## config.mk

```make
export PLATFORM = sky130hd
export DESIGN_NAME = dual_motor_drive_with_kickstart_top
export DESIGN_NICKNAME = d
export VERILOG_FILES = /design/src/rtl/dmdk_pkg.sv /design/src/rtl/dmdk_motor.sv /design/src/rtl/dual_motor_drive_with_kickstart_top.sv
export VERILOG_INCLUDE_DIRS = /design/src /design/src/rtl
export SDC_FILE = /design/constraint.sdc
export NUM_CORES = 1
export LEC_CHECK = 0
export ABC_AREA = 0
export BUFFER_PORTS_ARGS = -buffer_cell sky130_fd_sc_hd__buf_4
export CORE_ASPECT_RATIO = 0.7
export CORE_MARGIN = 4
export CORE_UTILIZATION = 42
export DETAILED_ROUTE_END_ITERATION = 16
export HOLD_SLACK_MARGIN = 0.06
export PLACE_DENSITY = 0.75
export RECOVER_POWER = 50
export SETUP_SLACK_MARGIN = 0.05
export SYNTH_ARGS = -nofsm -noshare
export SYNTH_HDL_FRONTEND = slang
export SYNTH_SLANG_ARGS = --single-unit
```

## constraint.sdc

```tcl
create_clock -name clk -period 3.88 [get_ports clk]
set_clock_uncertainty 0.05 [all_clocks]
set_input_delay 0.388 -clock clk [delete_from_list [all_inputs] [get_ports clk]]
set_output_delay 0.388 -clock clk [all_outputs]
set_load 0.005 [all_outputs]
```

## src/rtl/dual_motor_drive_with_kickstart_top_assert.svh

```systemverilog
// Assertion macros used by the drive top level.
`ifndef DUAL_MOTOR_DRIVE_WITH_KICKSTART_TOP_ASSERT_SVH
`define DUAL_MOTOR_DRIVE_WITH_KICKSTART_TOP_ASSERT_SVH

`ifndef ASSERT_OFF

// Same-cycle implication, checked out of reset
`define DMDK_ASSERT_IMPL(lbl, clk, rst_n, ante, cons) \
    lbl: assert property (@(posedge clk) disable iff (!rst_n) (ante) |-> (cons)) \
        else $error("dmdk: same-cycle check failed");

// Next-cycle implication, checked out of reset
`define DMDK_ASSERT_NEXT(lbl, clk, rst_n, ante, cons) \
    lbl: assert property (@(posedge clk) disable iff (!rst_n) (ante) |=> (cons)) \
        else $error("dmdk: next-cycle check failed");

`else

`define DMDK_ASSERT_IMPL(lbl, clk, rst_n, ante, cons)
`define DMDK_ASSERT_NEXT(lbl, clk, rst_n, ante, cons)

`endif

`endif

```

## src/rtl/dmdk_pkg.sv

```systemverilog
package dmdk_pkg;

    // Request codes
    typedef enum logic [2:0] {
        REQ_SPEED    = 3'd0,
        REQ_TICK     = 3'd1,
        REQ_LOCK_FWD = 3'd2,
        REQ_LOCK_BWD = 3'd3,
        REQ_LOCK_ALL = 3'd4
    } req_e;

    // Configuration register indexes
    typedef enum logic [1:0] {
        REG_DEAD_BAND  = 2'd0,
        REG_KICK_LIMIT = 2'd1,
        REG_KICK_TICKS = 2'd2,
        REG_KICK_PWM   = 2'd3
    } reg_idx_e;

    // Pin codes: bit 1 forward, bit 0 backward
    localparam logic [1:0] PINS_FWD   = 2'b10;
    localparam logic [1:0] PINS_BWD   = 2'b01;
    localparam logic [1:0] PINS_BRAKE = 2'b11;

    localparam logic [6:0] MAG_BRAKE  = 7'd127;
    localparam logic [7:0] BRAKE_DUTY = 8'd254;

    // Register reset values
    localparam logic [6:0] DEAD_BAND_RST  = 7'd10;
    localparam logic [6:0] KICK_LIMIT_RST = 7'd30;
    localparam logic [7:0] KICK_TICKS_RST = 8'd20;
    localparam logic [7:0] KICK_PWM_RST   = 8'hff;

    typedef struct packed {
        req_e              req_type;
        logic signed [7:0] speed_left;
        logic signed [7:0] speed_right;
        logic              lock_value;
        logic              filter_enable;
    } cmd_t;

    typedef struct packed {
        logic [7:0] pwm_left;
        logic [7:0] pwm_right;
        logic       left_forward_pin;
        logic       left_backward_pin;
        logic       right_forward_pin;
        logic       right_backward_pin;
        logic       kick_pending;
    } drv_t;

    // Per-motor state
    typedef struct packed {
        logic [7:0] duty;
        logic [1:0] pins;
        logic [7:0] target;
        logic       kicking;
    } motor_t;

    typedef struct packed {
        logic fwd;
        logic bwd;
        logic all;
    } lock_t;

    // Settings a motor channel needs
    typedef struct packed {
        logic [6:0] dead_band;
        logic [6:0] kick_limit;
        logic [7:0] kick_pwm;
    } motor_cfg_t;

endpackage

```

## src/rtl/dmdk_motor.sv

```systemverilog
// One motor channel: saturate, filter, pick pins and duty, start a kick.
module dmdk_motor (
    input  logic signed [7:0]    speed,
    input  logic                 filter_enable,
    input  dmdk_pkg::lock_t      locks,
    input  dmdk_pkg::motor_cfg_t cfg,
    input  dmdk_pkg::motor_t     cur,
    output dmdk_pkg::motor_t     nxt,
    output logic                 kick_start
);
    import dmdk_pkg::*;

    logic signed [7:0] sat;
    logic              neg;
    logic              pos;
    logic [7:0]        abs_full;
    logic [6:0]        mag;
    logic              zero_f;
    logic              eff_pos;
    logic              eff_neg;
    logic [6:0]        eff_mag;

    // Saturate -128 and take magnitude
    always_comb
    begin
        sat      = (speed == -8'sd128) ? -8'sd127 : speed;
        neg      = sat[7];
        pos      = !neg && (sat != 8'sd0);
        abs_full = neg ? (8'd0 - sat) : sat;
        mag      = abs_full[6:0];
    end

    // Locks and dead band
    always_comb
    begin
        zero_f  = filter_enable &&
                  ((neg && locks.bwd) || (pos && locks.fwd) || locks.all ||
                   (mag < cfg.dead_band));
        eff_pos = pos && !zero_f;
        eff_neg = neg && !zero_f;
        eff_mag = (eff_pos || eff_neg) ? mag : MAG_BRAKE;
    end

    // Pins, duty and kick start
    always_comb
    begin
        nxt = cur;
        if (eff_pos)
        begin
            nxt.pins = PINS_FWD;
        end
        else if (eff_neg)
        begin
            nxt.pins = PINS_BWD;
        end
        else
        begin
            nxt.pins = PINS_BRAKE;
        end
        kick_start = (cur.duty == 8'd0) && (eff_mag != 7'd0) &&
                     (eff_mag < cfg.kick_limit);
        if (kick_start)
        begin
            nxt.duty    = cfg.kick_pwm;
            nxt.target  = {eff_mag, 1'b0};
            nxt.kicking = 1'b1;
        end
        else
        begin
            nxt.duty = {eff_mag, 1'b0};
        end
    end

endmodule

```

## src/rtl/dual_motor_drive_with_kickstart_top.sv

```systemverilog
// Channel  | Handshake              | Payload
// cmd      | cmd_valid / cmd_ready  | cmd (cmd_t): request, speeds, lock value, filter
// drv      | drv_valid / drv_ready  | drv (drv_t): duties, pins, kick pending
// config   | psel/penable/pwrite    | paddr, pwdata, prdata; pready tied high
//
// One command per cycle: the command is decoded and the motor state is updated
// at the accepting edge, and that state register then drives the result.
// A new command is taken in the same cycle the pending result transfers.
// Reset puts both motors in brake (pins high, duty 0), clears kicks and locks,
// and loads the register defaults. No clearing pass.
// A stalled result holds the state, and the command side stalls with it.
`include "dual_motor_drive_with_kickstart_top_assert.svh"

module dual_motor_drive_with_kickstart_top (
    input  logic           clk,
    input  logic           rst_n,
    input  logic           psel,
    input  logic           penable,
    input  logic           pwrite,
    input  logic [3:0]     paddr,
    input  logic [31:0]    pwdata,
    output logic [31:0]    prdata,
    output logic           pready,
    input  logic           cmd_valid,
    output logic           cmd_ready,
    input  dmdk_pkg::cmd_t cmd,
    output logic           drv_valid,
    input  logic           drv_ready,
    output dmdk_pkg::drv_t drv
);
    import dmdk_pkg::*;

    logic [6:0] dead_band_reg;
    logic [6:0] kick_limit_reg;
    logic [7:0] kick_ticks_reg;
    logic [7:0] kick_pwm_reg;

    motor_t     ml_reg;
    motor_t     ml_next;
    motor_t     mr_reg;
    motor_t     mr_next;
    lock_t      lock_reg;
    lock_t      lock_next;
    logic [7:0] cd_reg;
    logic [7:0] cd_next;
    logic       out_valid_reg;

    logic       accept;
    logic       cfg_wr;
    reg_idx_e   reg_idx;
    logic       lock_old;
    logic       lock_rise;
    logic       expire;
    logic signed [7:0] spd_l;
    logic signed [7:0] spd_r;
    motor_cfg_t mcfg;
    motor_t     drive_l;
    motor_t     drive_r;
    logic       kick_l;
    logic       kick_r;

    // Configuration port
    assign pready  = 1'b1;
    assign cfg_wr  = psel && penable && pwrite && pready;
    assign reg_idx = reg_idx_e'(paddr[3:2]);

    always_ff @(posedge clk or negedge rst_n)
    begin
        if (!rst_n)
        begin
            dead_band_reg  <= DEAD_BAND_RST;
            kick_limit_reg <= KICK_LIMIT_RST;
            kick_ticks_reg <= KICK_TICKS_RST;
            kick_pwm_reg   <= KICK_PWM_RST;
        end
        else if (cfg_wr)
        begin
            unique case (reg_idx)
                REG_DEAD_BAND:  dead_band_reg  <= pwdata[6:0];
                REG_KICK_LIMIT: kick_limit_reg <= pwdata[6:0];
                REG_KICK_TICKS: kick_ticks_reg <= pwdata[7:0];
                REG_KICK_PWM:   kick_pwm_reg   <= pwdata[7:0];
                default:        ;
            endcase
        end
    end

    // Register readback
    always_comb
    begin
        unique case (reg_idx)
            REG_DEAD_BAND:  prdata = {25'd0, dead_band_reg};
            REG_KICK_LIMIT: prdata = {25'd0, kick_limit_reg};
            REG_KICK_TICKS: prdata = {24'd0, kick_ticks_reg};
            REG_KICK_PWM:   prdata = {24'd0, kick_pwm_reg};
            default:        prdata = 32'd0;
        endcase
    end

    // Handshake: result register frees up as it transfers
    assign cmd_ready = !out_valid_reg || drv_ready;
    assign accept    = cmd_valid && cmd_ready;
    assign drv_valid = out_valid_reg;

    // Lock selection and rising-edge detect
    always_comb
    begin
        unique case (cmd.req_type)
            REQ_LOCK_FWD: lock_old = lock_reg.fwd;
            REQ_LOCK_BWD: lock_old = lock_reg.bwd;
            REQ_LOCK_ALL: lock_old = lock_reg.all;
            default:      lock_old = 1'b1;
        endcase
        lock_rise = !lock_old && cmd.lock_value;
    end

    // Motor channels; a lock rise drives zero speed (brake)
    assign spd_l = (cmd.req_type == REQ_SPEED) ? cmd.speed_left  : 8'sd0;
    assign spd_r = (cmd.req_type == REQ_SPEED) ? cmd.speed_right : 8'sd0;
    assign mcfg  = '{dead_band: dead_band_reg, kick_limit: kick_limit_reg,
                     kick_pwm: kick_pwm_reg};

    dmdk_motor u_motor_l (
        .speed         (spd_l),
        .filter_enable (cmd.filter_enable),
        .locks         (lock_reg),
        .cfg           (mcfg),
        .cur           (ml_reg),
        .nxt           (drive_l),
        .kick_start    (kick_l)
    );

    dmdk_motor u_motor_r (
        .speed         (spd_r),
        .filter_enable (cmd.filter_enable),
        .locks         (lock_reg),
        .cfg           (mcfg),
        .cur           (mr_reg),
        .nxt           (drive_r),
        .kick_start    (kick_r)
    );

    // Next state per request
    assign expire = (cd_reg == 8'd0);

    always_comb
    begin
        ml_next   = ml_reg;
        mr_next   = mr_reg;
        lock_next = lock_reg;
        cd_next   = cd_reg;
        case (cmd.req_type) inside
            REQ_SPEED:
            begin
                ml_next = drive_l;
                mr_next = drive_r;
                if (kick_l || kick_r)
                begin
                    cd_next = kick_ticks_reg;
                end
            end
            REQ_TICK:
            begin
                if (ml_reg.kicking && expire)
                begin
                    ml_next.duty    = ml_reg.target;
                    ml_next.kicking = 1'b0;
                end
                if (mr_reg.kicking && expire)
                begin
                    mr_next.duty    = mr_reg.target;
                    mr_next.kicking = 1'b0;
                end
                if ((ml_next.kicking || mr_next.kicking) && !expire)
                begin
                    cd_next = cd_reg - 8'd1;
                end
            end
            REQ_LOCK_FWD, REQ_LOCK_BWD, REQ_LOCK_ALL:
            begin
                if (cmd.req_type == REQ_LOCK_FWD)
                begin
                    lock_next.fwd = cmd.lock_value;
                end
                if (cmd.req_type == REQ_LOCK_BWD)
                begin
                    lock_next.bwd = cmd.lock_value;
                end
                if (cmd.req_type == REQ_LOCK_ALL)
                begin
                    lock_next.all = cmd.lock_value;
                end
                if (lock_rise)
                begin
                    ml_next = drive_l;
                    mr_next = drive_r;
                end
            end
            default: ;
        endcase
    end

    // State and result valid
    always_ff @(posedge clk or negedge rst_n)
    begin
        if (!rst_n)
        begin
            ml_reg        <= '{duty: 8'd0, pins: PINS_BRAKE, target: 8'd0, kicking: 1'b0};
            mr_reg        <= '{duty: 8'd0, pins: PINS_BRAKE, target: 8'd0, kicking: 1'b0};
            lock_reg      <= '0;
            cd_reg        <= 8'd0;
            out_valid_reg <= 1'b0;
        end
        else
        begin
            if (accept)
            begin
                ml_reg   <= ml_next;
                mr_reg   <= mr_next;
                lock_reg <= lock_next;
                cd_reg   <= cd_next;
            end
            if (accept)
            begin
                out_valid_reg <= 1'b1;
            end
            else if (drv_ready)
            begin
                out_valid_reg <= 1'b0;
            end
        end
    end

    // Result comes straight from the state register
    always_comb
    begin
        drv.pwm_left           = ml_reg.duty;
        drv.pwm_right          = mr_reg.duty;
        drv.left_forward_pin   = ml_reg.pins[1];
        drv.left_backward_pin  = ml_reg.pins[0];
        drv.right_forward_pin  = mr_reg.pins[1];
        drv.right_backward_pin = mr_reg.pins[0];
        drv.kick_pending       = ml_reg.kicking || mr_reg.kicking;
    end

    // Checks
    `DMDK_ASSERT_NEXT(a_accept_valid, clk, rst_n, accept, out_valid_reg)
    `DMDK_ASSERT_IMPL(a_stall_full, clk, rst_n, !cmd_ready, out_valid_reg)
    `DMDK_ASSERT_NEXT(a_lock_brake, clk, rst_n, accept && lock_rise,
        ml_reg.pins == PINS_BRAKE && mr_reg.pins == PINS_BRAKE &&
        ml_reg.duty == BRAKE_DUTY && mr_reg.duty == BRAKE_DUTY)
    `DMDK_ASSERT_NEXT(a_tick_dec, clk, rst_n,
        accept && cmd.req_type == REQ_TICK && !expire && (ml_reg.kicking || mr_reg.kicking),
        cd_reg == $past(cd_reg) - 8'd1)

endmodule
```

* After elaboration in Yosys (flattened, before gate mapping)
Index checks and enable logic that the tools add are counted.
** Storage, ports and cells
- Word-level logic and storage cells :: 162
- Bits of input ports :: 64
- Output and inout bits :: 56
- Flip-flop bits (word level) :: 80
** Operators by class
- Equality and inequality tests :: 13
- Reductions and logical operators :: 71
- Bitwise logic cells :: 2
- Add/subtract/negate cells :: 3
- Order comparisons :: 4
- Multiplexer cells :: 52
** Operators by type and width (number)
- 8-bit 2-to-1 mux :: 18
- 32-bit case mux with 4 select lines :: 1
- 10-bit 2-to-1 mux :: 6
- 19-bit 2-to-1 mux :: 2
- 7-bit less-than comparator :: 4
- 7-bit 2-to-1 mux :: 4
- 8-bit zero test :: 3
- 1-bit logical AND :: 23
- 9-bit 2-to-1 mux :: 2
- 8-bit == test, second input constant :: 2
- 4-bit AND reduction :: 4
- 8-bit nonzero test :: 2
- 5-bit AND reduction :: 3
- 1-bit 2-to-1 mux :: 14
- 7-bit nonzero test :: 2
- 1-bit by 7-bit subtractor with 7-bit output, first input constant :: 2
- 1-bit logical OR :: 12
- 2-bit nonzero test :: 5
- 2-bit 2-to-1 mux :: 4
- 2-bit AND reduction :: 4
- 8-bit by 1-bit subtractor with 8-bit output, second input constant :: 1
- 1-bit zero test :: 7
- 3-bit by 2-bit == test with 1-bit output, second input constant :: 2
- 3-bit by 2-bit != test with 1-bit output, second input constant :: 2
- 13 further kinds :: 16

* Depth between registers and ports, before layout
- Depth in word-level cells :: 23
- Mapped depth :: 25

* Hierarchy
A second synthesis with hierarchy kept.
** Unflattened totals
- Cell total of the unflattened synthesis :: 626
- Area, all modules :: 6362.4 um2
** Modules (own cells, without submodules)
- dual_motor_drive_with_kickstart_top :: seq. area each 2026.9 um2, cells an instance 358, area each 4405.5 um2, times used 1
- dmdk_motor :: seq. area each 0.0 um2, cells an instance 134, area each 978.4 um2, times used 2

* Worst setup path before layout
OpenSTA, ideal clock, no wires.
- Path kind :: input to register
- Start :: in cmd[18] (netlist name)
- End :: reg mr_reg[3] (netlist name)
- Slack :: -1.932 ns
- Setup time :: 0.125 ns
- Arrival :: 5.638 ns
- Stages :: 21
- Data required time :: 3.705 ns
- Cell sequence :: buf_2 nor3_2 clkbuf_1 clkbuf_1 nand2_1 ha_1 a21boi_0 mux2i_1 ha_1 a21o_1 a21o_1 a21oi_1 a222oi_1 or2b_1 ha_1 a211oi_1 o21ai_0 a2111oi_0 a31oi_2 nor3_4 mux2_2
** Between the ends
- Word-level cells in the longest chain between the ends :: 23
- Elaborated cells on any way between the ends :: 42
- Those cells by class :: add/sub: 1; order compare: 2; eq/ne: 6; mux: 10; reduce/logical: 23
** Ends and longest elaborated chain
- start: declaration :: line dual_motor_drive_with_kickstart_top.sv:26 : input dmdk_pkg::cmd_t cmd,
- 3-bit zero test (*) :: line dual_motor_drive_with_kickstart_top.sv:119 : assign spd_r = (cmd.req_type == REQ_SPEED) ? cmd.speed_right : 8'sd0;
- 8-bit 2-to-1 mux (*) :: line dual_motor_drive_with_kickstart_top.sv:119
- 8-bit == test :: line dmdk_motor.sv:26 : sat = (speed == -8'sd128) ? -8'sd127 : speed;
- 8-bit 2-to-1 mux (*) :: line dmdk_motor.sv:26
- branches (longest 10 deep; another with 1-bit by 7-bit subtractor with 7-bit output)
- 7-bit 2-to-1 mux (*) :: line dmdk_motor.sv:41 : eff_mag = (eff_pos || eff_neg) ? mag : MAG_BRAKE;
- named net u_motor_r.eff_mag[4] :: line dmdk_motor.sv:21 : logic [6:0] eff_mag;
- branches (longest 2 deep; another with 7-bit less-than comparator)
- 1-bit logical AND (*) :: line dmdk_motor.sv:60 : kick_start = (cur.duty == 8'd0) && (eff_mag != 7'd0) &&
- 9-bit 2-to-1 mux (*) :: line dmdk_motor.sv:62 : if (kick_start)
- 19-bit 2-to-1 mux :: line dual_motor_drive_with_kickstart_top.sv:193 : if (lock_rise)
- 10-bit 2-to-1 mux (2 in series) :: line dual_motor_drive_with_kickstart_top.sv:152 : case (cmd.req_type) inside
- 10-bit 2-to-1 mux (*) :: line dual_motor_drive_with_kickstart_top.sv:152
- end signal: assignment :: line dual_motor_drive_with_kickstart_top.sv:209 : mr_reg <= '{duty: 8'd0, pins: PINS_BRAKE, target: 8'd0, kicking: 1'b0};
- end signal: assignment :: line dual_motor_drive_with_kickstart_top.sv:219 : mr_reg <= mr_next;
- end: declaration :: line dual_motor_drive_with_kickstart_top.sv:40 : motor_t mr_reg;
Mark *: on every way through the listed nets, which the timed path passes. The select of a mux whose other input is x is not followed.
A chain may end at the register's enable or synchronous reset.

* Final worst setup path
- Start :: in cmd[7] (netlist name)
- End :: reg cd_reg[3]
** Between the ends
- Word-level cells in the longest chain between the ends :: 20
- Elaborated cells on any way between the ends :: 27
- Those cells by class :: add/sub: 1; order compare: 2; eq/ne: 2; mux: 4; reduce/logical: 18
** Ends and longest elaborated chain
- 8-bit 2-to-1 mux (*) :: line dual_motor_drive_with_kickstart_top.sv:119
- 8-bit == test :: line dmdk_motor.sv:26
- 8-bit 2-to-1 mux (*) :: line dmdk_motor.sv:26
- branches (longest 10 deep; another with 1-bit by 7-bit subtractor with 7-bit output)
- 7-bit 2-to-1 mux (*) :: line dmdk_motor.sv:41
- named net u_motor_r.eff_mag[4] :: line dmdk_motor.sv:21
- branches (longest 2 deep; another with 7-bit less-than comparator)
- 1-bit logical AND (*) :: line dmdk_motor.sv:60
- 1-bit logical OR (*) :: line dual_motor_drive_with_kickstart_top.sv:157 : if (kick_l || kick_r)
- 2-bit by 1-bit != test with 1-bit output (no line) (*)
- 4-bit AND reduction (no line) (*)
- end signal: assignment :: line dual_motor_drive_with_kickstart_top.sv:221 : cd_reg <= cd_next;
- end: declaration :: line dual_motor_drive_with_kickstart_top.sv:44 : logic [7:0] cd_reg;
Mark *: on every way through the listed nets, which the timed path passes.

==> results.tsv <==
stage	metric	value	unit
status	outcome	finished with violations	
status	violations	max-capacitance violations, max-slew violations, negative setup slack	
pwr	peakVddDrop	399	µV
setup_path	endpoint_kind	flop	
clocking	cts-htree-levels	3	
yosys	synth_largest_area_cell	dfrtp_1	
sta	period_needed	5.07	ns
sta	rsz0062_at_grt	true	
routing	num_vias	5334	
floorplanning	die_area	15200	µm²
clocking	cts_buffers	9	
yosys	yosysSeqAreaShare	35.5	%
routing	antenna_left	0	
placement	dp_slack	-1.94	ns
yosys	synth-edff-count	0	
pwr	leakagePower	3.52	nW
clocking	root_buffer	clkbuf_16	
setup_path	cp_slowest_cell	or4_4	
sta	slew_viol_final	79	
sta	slew_headroom	-34.5	%
layout	antenna_cells	0	
global_route	track_usage	22.9	%
sta	tns	-43.48	ns
placement	dp_hpwl	13.0	mm
clocking	cts_tree	yes	
routing	wire_per_inst	19.8	µm
sta	setup_violations	40	
setup_path	r2r-end	cd_reg[3]	
sta	fmax	197	MHz
yosys	yosysWarningCount	0	
global_route	grt_max_degree	79	
floorplanning	die_h	104	µm
global_route	grt_pass1_wl	28.1	mm
placement	numPortBuffers	68	
yosys	syn-cell-area	5570	µm²
setup_path	crit_path_cell_trace	buf_6 > or4_4 > nor4_4 > nor2_2 > ha_4 > nor2b_2 > xnor2_1 > nor2_1 > ha_1 > o21ai_2 > a21oi_2 > o31ai_2 > a222oi_1 > buf_4 > or2b_1 > ha_4 > a211oi_4 > o21ai_2 > a2111oi_4 > a31oi_4 > buf_4 > o32a_4 > a221oi_2 > o31a_1	
placement	post_dp_cell_area	6760	µm²
worst_hold_path	hold_class	in -> reg	
yosys	syn_area_per_cell	9.40	µm²
layout	instances_no_fill	922	
clocking	cts_hold_buf	0	
yosys	synth_ff_type	dfrtp_1	
floorplanning	start_util	43.8	%
routing	drc	0	
sta	timing.hold.ws	0.201	ns
yosys	synthTopCellsByArea	dfrtp_1 (26%), dfstp_2 (9.4%), mux2_2 (6.7%)	
setup_path	reg2regPathDepth	17	
routing	drt-pass1-iter-count	8	
setup_path	crit_end	cd_reg[3]	
layout	drive_above_1_share	45.9	%
setup_path	regToRegSetupSlack	-0.20	ns
pwr	pwr_density_cell	405	nW/µm²
sta	worst_slack	-1.19	ns
floorplanning	ioPinCount	120	
layout	syn2layout_area_growth	40.2	%
clocking	clk_pin_slew	0.06	ns
routing	via_per_inst	5.79	
layout	nets	846	
setup_path	cp_max_fo	7	
setup_path	worstPathArrival	5.30	ns
floorplanning	rows	34	
global_route	first_global_vias	5255	
sta	tightest_slew	2.02	ns
yosys	ys_seq_elements	78	
global_route	grt-ovfl-total	0	
setup_path	startpoint	cmd[7]	
sta	finalHoldViolCount	0	
sta	timing.final.crit_share	131	%
setup_path	critPathMaxStageDelay	0.54	ns
setup_path	rr_startpoint	dead_band_reg[3]	
yosys	postSynthCellCount	593	
placement	routabilityCongestion	0.991	
clocking	clock_sinks	78	
setup_path	cp-start-kind	input pin	
routing	routed_wl	18.2	mm
global_route	antenna_found_initial	0	
layout	fin_area	7810	µm²
floorplanning	fp.dieW	146	µm
run	max_cap_viol_count	1	
setup_path	path_class	in -> reg	
yosys	yosysUniqueCellTypes	73	
layout	fin_util	61.4	%
layout	largest_register_ffs	20	
yosys	ys_async_sr_fraction	100	%
clocking	cts_max_path_buffers	2	
placement	place_inst	878	
setup_path	crit_required	4.11	ns
routing	drtIter0Drc	467	
clocking	clk-insertion-delay-late	0.35	ns
yosys	synth_top_cell_area_share	26.0	%
pwr	power	3.16	mW
floorplanning	core	12700	µm²
worst min-delay path by stage:
stage | endpoint | depth (start not counted) | slack (ns) | start
final | drv_valid | 2 | 0.20 | cmd_valid
after global routing | drv_valid | 2 | 0.20 | cmd_valid
after CTS | drv_valid | 2 | 0.20 | cmd_valid
after detailed placement | mr_reg[6] | 1 | 0.44 | mr_reg[6]
after global placement | mr_reg[6] | 1 | 0.42 | mr_reg[6]
after floorplan | cd_reg[0] | 0 | 0.04 | rst_n
logic make-up (layout without fill, tap and decap cells):
group | Yosys count | in the layout | synth area share [%]
other cells | 2 | 25 | 0.135
simple gates | 187 | 187 | 18.5
fa+ha+maj | 27 | 27 | 6.06
compound gates | 138 | 138 | 16.3
xor+xnor | 3 | 3 | 0.472
buf+inv | 98 | 242 | 9.95
mux | 60 | 60 | 13.1
flops | 78 | 78 | 35.5
metal layers:
| metal | up-vias | track usage, % | routed length (µm) |
|---|---|---|---|
| li1 | 2429 | - | - |
| met1 | 2651 | 32.2 | 8050 |
| met3 | 23 | 5.31 | 1440 |
| met2 | 231 | 36.2 | 8520 |
| met4 | 0 | 4.61 | 226 |
| met5 | - | 0 | 0 |
cell usage after synthesis (all sizes together), types with 4 or more instances:
| cell | instances |
|---|---|
| o22ai | 9 |
| nor4 | 9 |
| inv | 30 |
| or2 | 4 |
| or3 | 8 |
| and3 | 8 |
| ha | 27 |
| nor3 | 19 |
| o31ai | 6 |
| dfrtp | 58 |
| nand2 | 43 |
| a211oi | 4 |
| nand2b | 9 |
| o21ai | 41 |
| a21o | 9 |
| clkbuf | 18 |
| mux2i | 19 |
| or4 | 4 |
| nor3b | 5 |
| and2 | 6 |
| mux2 | 34 |
| nand4 | 8 |
| dfstp | 20 |
| a21oi | 34 |
| buf | 50 |
| nand3 | 9 |
| mux4 | 7 |
| nor2 | 42 |
report_power, final:
group          leakage (nW)  internal [mW]  switching (mW)
combinational          2.45          0.536           0.533
clock                 0.149          0.538           0.357
sequential            0.918           1.02           0.181
placed cells by master (no fill, tap or decap), types with 6 or more instances in the layout:
master     netlist  routed
nor2_1          40      37
buf_4           47     168
clkbuf_16        0       9
mux2i_1         19      17
dfstp_2         20      20
mux2_2          33      21
ha_4             0       8
nand2_1         43      41
o21ai_2          0       6
nand4_1          8       8
a21o_1           9       9
mux2_4           0      13
or3_1            8       7
o21ai_0         39      28
mux4_2           7       7
and3_1           8       7
nand3_1          9       8
o21ai_1          2       7
ha_1            27      16
conb_1           2      25
inv_1           30      29
buf_6            1      21
nor3_1          16      14
o22ai_1          9       9
a21oi_2          0       8
nand2b_1         9       9
dfrtp_1         58      58
a21oi_1         34      25
worst max-delay path: cells and delay by family:
family                   cells  cell delay (ns)
buffers and inverters        3             0.50
adder cells (fa/ha/maj)      3             0.75
XOR/XNOR                     1             0.14
AO/OA/AOI/OAI               11             2.10
AND/OR/NAND/NOR              6             1.39
area by class of cell:
class | instances | area, µm²
clock buffer | 12 | 256
clock inverter | 4 | 55.1
fill | 1003 | 4910
inverter | 30 | 113
multi-input combinational | 440 | 3620
sequential | 78 | 1980
tap | 162 | 203
timing repair buffer | 196 | 1590
timing repair:
| item | 4_1_cts | 5_1_grt |
|---|---|---|
| gates resized for setup | 74 | 36 |
| endpoints found under the setup margin | 40 | 40 |
| pin swaps | 47 | 32 |
| gates cloned | 0 | 0 |
| buffers inserted | 19 | 10 |
No activity file was read; power rests on OpenSTA's default activity.
